### src/rtl/ckdk_pkg.sv
// ----------------------------------------------------------------------------
// ckdk_pkg
// Shared types, constants and helper functions for the canonical k-mer
// deletion key pipeline.
// ----------------------------------------------------------------------------
package ckdk_pkg;

  localparam int unsigned CodeW    = 62;
  localparam int unsigned KeyW     = 60;
  localparam int unsigned BaseW    = 2;
  localparam int unsigned LenW     = 5;
  localparam int unsigned AbundW   = 32;
  localparam int unsigned CfgIdxW  = 2;
  localparam int unsigned CfgDataW = 32;
  localparam int unsigned ShiftW   = 7;

  localparam logic [LenW-1:0] MaxBases = 5'd31;
  localparam logic [LenW-1:0] MinBases = 5'd3;

  localparam logic [LenW-1:0]   KmerLenReset = 5'd21;
  localparam logic [AbundW-1:0] LowCovReset  = 32'h0000_0000;
  localparam logic [AbundW-1:0] HighCovReset = 32'hFFFF_FFFF;

  localparam logic [BaseW-1:0] CompFlip = 2'b10;

  localparam logic [CfgIdxW-1:0] CfgKmerLength  = 2'd0;
  localparam logic [CfgIdxW-1:0] CfgLowCoverage = 2'd1;
  localparam logic [CfgIdxW-1:0] CfgHighCoverage = 2'd2;

  typedef struct packed {
    logic             kept;
    logic [CodeW-1:0] code;
    logic [LenW-1:0]  len;
  } front_t;

  typedef struct packed {
    logic             kept;
    logic [CodeW-1:0] code;
    logic [CodeW-1:0] rc;
    logic [LenW-1:0]  len;
  } rc_t;

  typedef struct packed {
    logic             kept;
    logic [CodeW-1:0] canon;
    logic [LenW-1:0]  len;
  } canon_t;

  typedef struct packed {
    logic             kept;
    logic [CodeW-1:0] canon;
    logic [KeyW-1:0]  key_mid;
    logic [BaseW-1:0] mid_base;
    logic [KeyW-1:0]  key_last;
    logic [BaseW-1:0] last_base;
    logic [KeyW-1:0]  key_first;
    logic [BaseW-1:0] first_base;
  } result_t;

  // Mask with the n lowest bits set.
  function automatic logic [CodeW-1:0] low_mask(input logic [ShiftW-1:0] n);
    logic [CodeW-1:0] m;
    m = '0;
    for (int b = 0; b < CodeW; b++) begin
      m[b] = (ShiftW'(b) < n);
    end
    return m;
  endfunction

endpackage

### src/rtl/canonical_kmer_deletion_keys.sv
// ----------------------------------------------------------------------------
// canonical_kmer_deletion_keys
// Canonical k-mer with middle, last and first base deletion keys, plus an
// abundance coverage check, in a four-stage pipeline.
// ----------------------------------------------------------------------------
//  Channel  | Handshake                  | Payload
//  ---------+----------------------------+------------------------------------
//  in       | in_valid_i / in_stall_o    | kmer_code_i, abundance_i
//  out      | out_valid_o / out_stall_i  | kept_o, canonical_kmer_o, keys, bases
//  cfg      | cfg_valid_i / cfg_ready_o  | cfg_index_i, cfg_data_i
//
// One item per cycle is accepted while in_stall_o is low; each result passes
// through the length/coverage, reverse complement, compare/select and key
// stages in turn. Each stage advances when it is empty or the next one moves,
// so bubbles are squeezed out and in_stall_o rises only when all four stages
// hold items. Reset clears the stage valid bits and loads the register defaults.
// ----------------------------------------------------------------------------
module canonical_kmer_deletion_keys (
  input  logic                        clk_i,
  input  logic                        rst_ni,
  input  logic                        in_valid_i,
  output logic                        in_stall_o,
  input  logic [ckdk_pkg::CodeW-1:0]    kmer_code_i,
  input  logic [ckdk_pkg::AbundW-1:0]   abundance_i,
  output logic                        out_valid_o,
  input  logic                        out_stall_i,
  output logic                        kept_o,
  output logic [ckdk_pkg::CodeW-1:0]    canonical_kmer_o,
  output logic [ckdk_pkg::KeyW-1:0]     key_without_middle_o,
  output logic [ckdk_pkg::BaseW-1:0]    middle_base_o,
  output logic [ckdk_pkg::KeyW-1:0]     key_without_last_o,
  output logic [ckdk_pkg::BaseW-1:0]    last_base_o,
  output logic [ckdk_pkg::KeyW-1:0]     key_without_first_o,
  output logic [ckdk_pkg::BaseW-1:0]    first_base_o,
  input  logic                        cfg_valid_i,
  output logic                        cfg_ready_o,
  input  logic [ckdk_pkg::CfgIdxW-1:0]  cfg_index_i,
  input  logic [ckdk_pkg::CfgDataW-1:0] cfg_data_i
);
  import ckdk_pkg::*;

  logic [LenW-1:0]   kmer_length_q;
  logic [AbundW-1:0] low_coverage_q;
  logic [AbundW-1:0] high_coverage_q;

  logic    en_front, en_rc, en_sel, en_keys;
  logic    front_valid, rc_valid, canon_valid, keys_valid;
  front_t  front_data;
  canon_t  canon_data;
  result_t result;

  always_ff @(posedge clk_i or negedge rst_ni) begin
    if (!rst_ni) begin
      kmer_length_q   <= KmerLenReset;
      low_coverage_q  <= LowCovReset;
      high_coverage_q <= HighCovReset;
    end else if (cfg_valid_i) begin
      unique case (cfg_index_i)
        CfgKmerLength:   kmer_length_q   <= cfg_data_i[LenW-1:0];
        CfgLowCoverage:  low_coverage_q  <= cfg_data_i[AbundW-1:0];
        CfgHighCoverage: high_coverage_q <= cfg_data_i[AbundW-1:0];
        default: ;
      endcase
    end
  end

  assign cfg_ready_o = 1'b1;

  assign en_keys  = !keys_valid || !out_stall_i;
  assign en_sel   = !canon_valid || en_keys;
  assign en_rc    = !rc_valid || en_sel;
  assign en_front = !front_valid || en_rc;
  assign in_stall_o = !en_front;

  ckdk_front u_front (
    .clk_i           (clk_i),
    .rst_ni          (rst_ni),
    .en_i            (en_front),
    .valid_i         (in_valid_i),
    .kmer_code_i     (kmer_code_i),
    .abundance_i     (abundance_i),
    .kmer_length_i   (kmer_length_q),
    .low_coverage_i  (low_coverage_q),
    .high_coverage_i (high_coverage_q),
    .valid_o         (front_valid),
    .data_o          (front_data)
  );

  ckdk_canon u_canon (
    .clk_i      (clk_i),
    .rst_ni     (rst_ni),
    .en_rc_i    (en_rc),
    .en_sel_i   (en_sel),
    .valid_i    (front_valid),
    .data_i     (front_data),
    .rc_valid_o (rc_valid),
    .valid_o    (canon_valid),
    .data_o     (canon_data)
  );

  ckdk_keys u_keys (
    .clk_i   (clk_i),
    .rst_ni  (rst_ni),
    .en_i    (en_keys),
    .valid_i (canon_valid),
    .data_i  (canon_data),
    .valid_o (keys_valid),
    .data_o  (result)
  );

  assign out_valid_o          = keys_valid;
  assign kept_o               = result.kept;
  assign canonical_kmer_o     = result.canon;
  assign key_without_middle_o = result.key_mid;
  assign middle_base_o        = result.mid_base;
  assign key_without_last_o   = result.key_last;
  assign last_base_o          = result.last_base;
  assign key_without_first_o  = result.key_first;
  assign first_base_o         = result.first_base;

endmodule

### src/rtl/ckdk_front.sv
// ----------------------------------------------------------------------------
// ckdk_front
// First stage: saturates the k-mer length, masks off bases above it and
// checks the abundance against the coverage range.
// ----------------------------------------------------------------------------
module ckdk_front (
  input  logic                      clk_i,
  input  logic                      rst_ni,
  input  logic                      en_i,
  input  logic                      valid_i,
  input  logic [ckdk_pkg::CodeW-1:0]  kmer_code_i,
  input  logic [ckdk_pkg::AbundW-1:0] abundance_i,
  input  logic [ckdk_pkg::LenW-1:0]   kmer_length_i,
  input  logic [ckdk_pkg::AbundW-1:0] low_coverage_i,
  input  logic [ckdk_pkg::AbundW-1:0] high_coverage_i,
  output logic                      valid_o,
  output ckdk_pkg::front_t          data_o
);
  import ckdk_pkg::*;

  logic [LenW-1:0] len_sat;
  front_t          data_d, data_q;
  logic            valid_q;

  always_comb begin
    if (kmer_length_i < MinBases) begin
      len_sat = MinBases;
    end else if (kmer_length_i > MaxBases) begin
      len_sat = MaxBases;
    end else begin
      len_sat = kmer_length_i;
    end
    data_d.len  = len_sat;
    data_d.code = kmer_code_i & low_mask({1'b0, len_sat, 1'b0});
    data_d.kept = (abundance_i >= low_coverage_i) && (abundance_i <= high_coverage_i);
  end

  always_ff @(posedge clk_i or negedge rst_ni) begin
    if (!rst_ni) begin
      valid_q <= 1'b0;
    end else if (en_i) begin
      valid_q <= valid_i;
    end
  end

  always_ff @(posedge clk_i) begin
    if (en_i && valid_i) begin
      data_q <= data_d;
    end
  end

  assign valid_o = valid_q;
  assign data_o  = data_q;

endmodule

### src/rtl/ckdk_canon.sv
// ----------------------------------------------------------------------------
// ckdk_canon
// Two stages: the reverse complement is formed and aligned to the k-mer
// length, then the lesser of the k-mer and its reverse complement is kept.
// ----------------------------------------------------------------------------
module ckdk_canon (
  input  logic             clk_i,
  input  logic             rst_ni,
  input  logic             en_rc_i,
  input  logic             en_sel_i,
  input  logic             valid_i,
  input  ckdk_pkg::front_t data_i,
  output logic             rc_valid_o,
  output logic             valid_o,
  output ckdk_pkg::canon_t data_o
);
  import ckdk_pkg::*;

  logic [CodeW-1:0]  rev_full;
  logic [ShiftW-1:0] shamt;
  rc_t               rc_d, rc_q;
  logic              rc_valid_q;
  canon_t            canon_d, canon_q;
  logic              canon_valid_q;

  always_comb begin
    for (int i = 0; i < int'(MaxBases); i++) begin
      rev_full[BaseW*(int'(MaxBases)-1-i) +: BaseW] = data_i.code[BaseW*i +: BaseW] ^ CompFlip;
    end
    shamt      = {1'b0, MaxBases - data_i.len, 1'b0};
    rc_d.kept  = data_i.kept;
    rc_d.code  = data_i.code;
    rc_d.len   = data_i.len;
    rc_d.rc    = rev_full >> shamt;
  end

  always_comb begin
    canon_d.kept  = rc_q.kept;
    canon_d.len   = rc_q.len;
    canon_d.canon = (rc_q.code < rc_q.rc) ? rc_q.code : rc_q.rc;
  end

  always_ff @(posedge clk_i or negedge rst_ni) begin
    if (!rst_ni) begin
      rc_valid_q    <= 1'b0;
      canon_valid_q <= 1'b0;
    end else begin
      if (en_rc_i) begin
        rc_valid_q <= valid_i;
      end
      if (en_sel_i) begin
        canon_valid_q <= rc_valid_q;
      end
    end
  end

  always_ff @(posedge clk_i) begin
    if (en_rc_i && valid_i) begin
      rc_q <= rc_d;
    end
    if (en_sel_i && rc_valid_q) begin
      canon_q <= canon_d;
    end
  end

  assign rc_valid_o = rc_valid_q;
  assign valid_o    = canon_valid_q;
  assign data_o     = canon_q;

endmodule

### src/rtl/ckdk_keys.sv
// ----------------------------------------------------------------------------
// ckdk_keys
// Last stage: derives the three deletion keys and the deleted bases from the
// canonical k-mer and holds the finished item in the output register.
// ----------------------------------------------------------------------------
module ckdk_keys (
  input  logic              clk_i,
  input  logic              rst_ni,
  input  logic              en_i,
  input  logic              valid_i,
  input  ckdk_pkg::canon_t  data_i,
  output logic              valid_o,
  output ckdk_pkg::result_t data_o
);
  import ckdk_pkg::*;

  logic [LenW-2:0]   mid;
  logic [ShiftW-1:0] mid_idx;
  logic [ShiftW-1:0] first_idx;
  logic [CodeW-1:0]  mid_mask;
  logic [CodeW-1:0]  first_mask;
  logic [CodeW-1:0]  key_mid_full;
  logic [CodeW-1:0]  key_first_full;
  result_t           res_d, res_q;
  logic              valid_q;

  always_comb begin
    mid            = data_i.len[LenW-1:1];
    mid_idx        = {1'b0, 1'b0, mid, 1'b0};
    first_idx      = {1'b0, data_i.len - 5'd1, 1'b0};
    mid_mask       = low_mask(mid_idx);
    first_mask     = low_mask(first_idx);
    key_mid_full   = ((data_i.canon >> 2) & ~mid_mask) | (data_i.canon & mid_mask);
    key_first_full = data_i.canon & first_mask;

    res_d.kept       = data_i.kept;
    res_d.canon      = data_i.canon;
    res_d.key_mid    = key_mid_full[KeyW-1:0];
    res_d.mid_base   = data_i.canon[mid_idx[ShiftW-2:0] +: BaseW];
    res_d.key_last   = data_i.canon[CodeW-1:BaseW];
    res_d.last_base  = data_i.canon[BaseW-1:0];
    res_d.key_first  = key_first_full[KeyW-1:0];
    res_d.first_base = data_i.canon[first_idx[ShiftW-2:0] +: BaseW];
  end

  always_ff @(posedge clk_i or negedge rst_ni) begin
    if (!rst_ni) begin
      valid_q <= 1'b0;
    end else if (en_i) begin
      valid_q <= valid_i;
    end
  end

  always_ff @(posedge clk_i) begin
    if (en_i && valid_i) begin
      res_q <= res_d;
    end
  end

  assign valid_o = valid_q;
  assign data_o  = res_q;

endmodule

### config.mk
export PLATFORM = sky130hd
export DESIGN_NAME = canonical_kmer_deletion_keys
export DESIGN_NICKNAME = d
export VERILOG_FILES = /design/src/rtl/ckdk_pkg.sv /design/src/rtl/canonical_kmer_deletion_keys.sv /design/src/rtl/ckdk_front.sv /design/src/rtl/ckdk_canon.sv /design/src/rtl/ckdk_keys.sv
export SDC_FILE = /design/constraint.sdc
export NUM_CORES = 1
export LEC_CHECK = 0
export BUFFER_PORTS_ARGS = -buffer_cell sky130_fd_sc_hd__buf_2
export CAP_MARGIN = 40
export CORE_MARGIN = 5
export CORE_UTILIZATION = 45
export DETAILED_ROUTE_END_ITERATION = 10
export PLACE_DENSITY = 0.65
export SETUP_SLACK_MARGIN = 0.3
export SKIP_LAST_GASP = 1
export SLEW_MARGIN = 20
export SYNTH_ARGS = -nofsm -noshare
export SYNTH_HDL_FRONTEND = slang
export SYNTH_SLANG_ARGS = --single-unit
### constraint.sdc
create_clock -name clk_i -period 17 [get_ports clk_i]
set_input_delay 1.7 -clock clk_i [delete_from_list [all_inputs] [get_ports clk_i]]
set_output_delay 1.7 -clock clk_i [all_outputs]
set_load 0.02 [all_outputs]
Word-level counts from Yosys, hierarchy flattened
Cells that the tools add are included.

storage, ports and cells
  output and inout bits = 252
  register bits = 588
  input port bits = 133
  logic and storage cells = 248

cells by class
  bitwise gates (word level) = 37
  $add $sub $neg = 2
  reduce and logical (&&, ||, !) cells = 19
  order comparisons = 157
  shift-type cells = 3
  equal/unequal tests = 2
  multiplexer cells = 3

operators by type and width
  kind                                                        number
  less-than comparator 6 bit (first input constant)           58
  less-than comparator 5 x 6 -> 1 bit (first input constant)  32
  bitwise AND 60 bit                                          2
  less-than comparator 4 x 6 -> 1 bit (first input constant)  16
  less-than comparator 5 bit (first input constant)           14
  bitwise AND 62 bit                                          1
  less-than comparator 62 bit                                 1
  two-way mux 62 bit                                          1
  indexed part select 62 x 6 -> 2 bit                         1
  indexed part select 62 x 7 -> 2 bit                         1
  >> shifter 62 x 6 -> 62 bit                                 1
  bitwise AND 60 x 30 -> 60 bit                               1
  NOT 30 -> 60 bit                                            1
  bitwise OR 60 bit                                           1
  less-than comparator 3 x 6 -> 1 bit (first input constant)  8
  less-than comparator 4 x 5 -> 1 bit (first input constant)  8
  greater-or-equal comparator 32 bit                          1
  less-or-equal comparator 32 bit                             1
  NOT 1 bit                                                   31
  less-than comparator 1 x 6 -> 1 bit (first input constant)  4
  less-than comparator 2 x 6 -> 1 bit (first input constant)  4
  less-than comparator 3 x 5 -> 1 bit (first input constant)  4
  less-than comparator 1 x 5 -> 1 bit (first input constant)  2
  less-than comparator 2 x 5 -> 1 bit (first input constant)  2
  other kinds (12)                                            27

Logic depth before layout (Yosys ltp)
  word-level depth = 6
  gate-level depth with buffers = 10
  mapped depth without buffers = 9

Modules after synthesis
A second synthesis with hierarchy kept.

unflattened totals
  cells, all modules = 1985
  area, all modules = 26241.4 um^2

modules (own cells, without submodules)
  module                        area each (um^2)  seq. area each (um^2)  times used  cells an instance
  ckdk_canon                    11415.9           5995.8                 1           907
  ckdk_keys                     7567.3            4739.5                 1           529
  ckdk_front                    4307.9            2067.0                 1           394
  canonical_kmer_deletion_keys  2950.3            1770.4                 1           155

Worst setup path after synthesis
Ideal clock, no wire load.

  path kind = input to register
  start = in out_stall_i
  end = reg u_keys.res_q, in the netlist u_keys.data_o[0], enable pin
  arrival = 13030 ps
  required time = 16089 ps
  stages = 1
  slack = 3059 ps
  path buffers = 0
  cells stage by stage = a21boi_0

between the ends
  longest elaborated chain between the ends = 3

RTL lines
  what                  RTL line                            source
  start, declared       canonical_kmer_deletion_keys.sv:26  input logic out_stall_i,
  zero test 1 bit       canonical_kmer_deletion_keys.sv:69  assign en_keys = !keys_valid || !out_stall_i;
  logical OR 1 bit      canonical_kmer_deletion_keys.sv:69
  logical AND 1 bit     ckdk_keys.sv:55                     if (en_i && valid_i) begin
  end signal, assigned  ckdk_keys.sv:56                     res_q <= res_d;
  end, declared         ckdk_keys.sv:24                     result_t res_d, res_q;

Every way passes these cells.
A chain may end at the register's enable or synchronous reset.

Final worst setup path
  start = in out_stall_i
  end = out in_stall_o

between the ends
  longest elaborated chain between the ends = 6

RTL lines
  what              RTL line                            source
  zero test 1 bit   canonical_kmer_deletion_keys.sv:69
  logical OR 1 bit  canonical_kmer_deletion_keys.sv:69
  logical OR 1 bit  canonical_kmer_deletion_keys.sv:70  assign en_sel = !canon_valid || en_keys;
  logical OR 1 bit  canonical_kmer_deletion_keys.sv:71  assign en_rc = !rc_valid || en_sel;
  logical OR 1 bit  canonical_kmer_deletion_keys.sv:72  assign en_front = !front_valid || en_rc;
  zero test 1 bit   canonical_kmer_deletion_keys.sv:73  assign in_stall_o = !en_front;
  end, declared     canonical_kmer_deletion_keys.sv:22  output logic in_stall_o,

Every way passes these cells.

==> flow_summary.toml <==
[status]
status = "finished clean"

[cells_and_area]
drive_gt1_share_pct = 33.7
final-seq-area_mm2 = 0.0146
fin_nets = 2477
multi_input_area_mm2 = 0.00923
syn_to_final_growth_pct = 15.3
n_fill_cell = 4810
stdcell_area_mm2 = 0.0293

[placed_design]
postPlaceCellArea_mm2 = 0.0274
io_buffer_count = 383
place.detailed.hpwl_um = 54400
place_ws_ns = 12.79
gp_congestion = 0.943

[synth]
yosys.area_share.adder_pct = 6.21
postSynthCellCount = 1933
syn-cell-area_mm2 = 0.0254
yosys.area_share.simple_pct = 8.16
ys_ff_latch = 496
synthDistinctLibCells = 60
synth_top_family_by_area = "multiplexers"
ys_seq_area_share_pct = 57.4
ys_warn_count = 0
async_flop_share_pct = 14.7
synth_edf_count = 423
synthMuxAreaShare_pct = 14.7
synthFlopType = "edfxtp_1"
synth_fp_nets = 2192
postSynthAreaPerCell_um2 = 13.1
synth_xor_area_share_pct = 0.241
synth_compound_area_share_pct = 6.96

[critical_path]
max_stage_delay_ns = 0.28
cpMostUsedCell = "buf_2"
crit_arrival_ns = 2.53
cp_max_fo = 4
cpMaxStageDelayCell = "and3_1"
required_ns = 15.30
critical_path.endpoint_type = "output pin"
path_delay_family = "simple AND/OR/NAND/NOR gates"
reg2reg_depth = 10
crit_chain = "buf_2, and3_1, nand3_1, inv_1, buf_2"
path_class = "in2out"
path_buf_inv = 3
path_depth = 5
start_kind = "input port"

[detailed_routing]
vias = 16556
first_pass_iters = 5
wl_per_cell_um = 23.5
drc_errors = 0
drtIter0Drc = 1383
wirelength_um = 70900
detail_route.vias_per_cell = 5.48
drtAntennaViolNets = 0

[sta]
fin_crit_ns = 4.23
slew-limit-headroom_pct = 42.8
fin_crit_sh_pct = 24.9
worst_hold_slack_ns = 0.416
setup_viol = 0
rsz0062_at_grt = "no"
tightestPinTransition_ns = 0.852
maxClockFrequency_mhz = 237
hold_violations = 0
slew_viol_final = 0
setup_ws_ns = 12.77
skew_ns = 0.0317
fin_setup_tns_ns = 0

[power]
p_comb_share_pct = 26.7
vdd_ir_drop_max_uv = 89.0
p_int_mw = 2.68
p_leak_nw = 12.3
power_frac_seq_pct = 44.9
switching_share_pct = 32.3
power.share.clock_pct = 28.4
p_sw_mw = 1.28
p_per_area_mw_per_mm2 = 135

[clock_tree]
clockBufferDepth = 3
cts.sinks = 496
cts_resized = 0
cts_inserted_buffers = 53
cts_tree = "done"
clkTransAtPathRegs_ns = 0.06
cts_hold_buf = 0
htree_levels = 2
postCtsSetupRepairBufs = 0
clock-root-buffer = "clkbuf_16"
worstSkewPairLatency_ns = 0.60

[global_routing]
grt_max_degree = 71
track_usage_pct = 22.6
grt_pass1_wl_um = 105000
grt_overflow_total = 0
grt_pass1_vias = 16570
antenna_found_initial = 8

[floorplan]
initial_core_util_pct = 45.2
fp.dieW_um = 248
die_y_um = 248
ioPinCount = 385
fp-row-count = 87
core_area_mm2 = 0.0562
dieArea_mm2 = 0.0613

[run]
cap_violations = 0

[worst_hold_path]
hold_class = "reg2reg"
hold_path_depth = 0
==> power by group through the flow <==
stage / Combinational (mW) / Clock (mW) / Sequential, mW
final: 1.06 / 1.13 / 1.78
after global routing: 1.15 / 1.20 / 1.80
after floorplan: 0.687 / 0 / 1.82
after detailed placement: 1.04 / 0 / 1.81
after global placement: 1.02 / 0 / 1.81
after CTS: 1.05 / 1.15 / 1.79
==> per-layer routing <==
metal | wire, um | track usage (%)
met5 | 0 | 0
met4 | 1830 | 6.10
met3 | 4800 | 3.59
met2 | 34600 | 38.0
met1 | 29800 | 30.7
==> kinds of logic (layout without fill, tap and decap cells) <==
group           after synthesis  count (layout)
compound gates              279             279
xor+xnor                      7               7
flops                       496             496
mux                         287             287
fa+ha+maj                   126             126
simple gates                416             416
buf+inv                     321             645
other cells                   1              10
==> worst paths after layout <==
kind                                    startpoint                  end  slack (ns)
worst max-delay path                   out_stall_i           in_stall_o       12.77
worst min-delay path            u_canon.canon_d[2]    u_canon.data_o[2]        0.42
worst max register to register    u_canon.rc_q[30]   u_canon.data_o[50]       13.01
worst min register to register  u_canon.canon_d[2]    u_canon.data_o[2]        0.42
max in group asynchronous                   rst_ni  high_coverage_q[11]       15.30
min in group asynchronous                   rst_ni   low_coverage_q[28]        1.07
==> stage by stage <==
step | power (mW) | cells | utilization (%)
after CTS | 3.98 | 3007 | 51.9
final | 3.97 | 3022 | 52.1
after global routing | 4.15 | 3020 | 52.1
after detailed placement | 2.85 | 2913 | 48.9
after global placement | 2.82 | 2906 | 48.6
after floorplan | 2.51 | 1933 | -
==> cell usage in the layout (no fill, tap or decap), drive strengths merged, types with 6 or more instances in the layout <==
cell and n:
buf 416, nand3 30, a31oi 13, and3 30
nor3 7, nor2b 40, o211ai 12, mux2 172
nor2 68, clkbuf 68, a22o 7, a21o 25
inv 135, ha 126, edfxtp 423, o211a 10
a21oi 88, clkinv 21, a21boi 11, o21ai 63
a211oi 19, nand2 136, nand4 24, diode 9
dfrtp 38, and2 50, mux4 50, or2 10
o21a 7, nor4 6, dfstp 35, mux2i 65
==> area by class of cell <==
class                      instances  share of cell area, %
sequential                       496                   49.8
multi-input combinational       1116                   31.5
timing repair buffer             416                   7.81
clock buffer                      68                   5.04
tap                              756                   3.23
inverter                         135                   1.73
clock inverter                    26                  0.816
antenna                            9                 0.0769
==> worst register-to-register path, cell delays in order, from the launching register on <==
cell and delay, ns:
edfxtp_1 0.36, inv_1 0.06, ha_1 0.33, nand4_1 0.18
nor4_1 0.59, nand2_1 0.12, o211ai_1 0.19, a31oi_1 0.14
o31ai_4 0.64, buf_4 0.69, mux2_2 0.44
==> cells in the mapped netlist, types with 11 or more instances <==
| cell | n | area, um2 |
|---|---|---|
| edfxtp_1 | 423 | 12700 |
| mux2_2 | 162 | 1820 |
| nand2_1 | 136 | 510 |
| inv_1 | 132 | 495 |
| ha_1 | 126 | 1580 |
| buf_4 | 93 | 698 |
| a21oi_1 | 88 | 440 |
| nor2_1 | 67 | 251 |
| mux2i_1 | 65 | 651 |
| clkbuf_1 | 62 | 233 |
| o21ai_0 | 62 | 310 |
| and2_1 | 50 | 313 |
| mux4_2 | 48 | 1080 |
| nor2b_1 | 40 | 250 |
| dfrtp_1 | 38 | 951 |
| dfstp_2 | 35 | 920 |
| and3_1 | 30 | 188 |
| nand3_1 | 30 | 150 |
| a21o_1 | 25 | 188 |
| nand4_1 | 24 | 150 |
| a211oi_1 | 19 | 143 |
| a31oi_1 | 13 | 81.3 |
| buf_1 | 12 | 45.0 |
| buf_2 | 12 | 60.1 |
| o211ai_1 | 12 | 90.1 |
| a21boi_0 | 11 | 82.6 |
==> flip-flops by register name, summed over array words and instances (netlist names), 5 cells and up <==
name             flops
high_coverage_q     32
kmer_length_q        5
low_coverage_q      32
u_canon.canon_d      6
u_canon.data_o      68
u_canon.rc_q       124
u_front.data_o      68
u_keys.data_o      157
(Power assumes the default switching activity.)
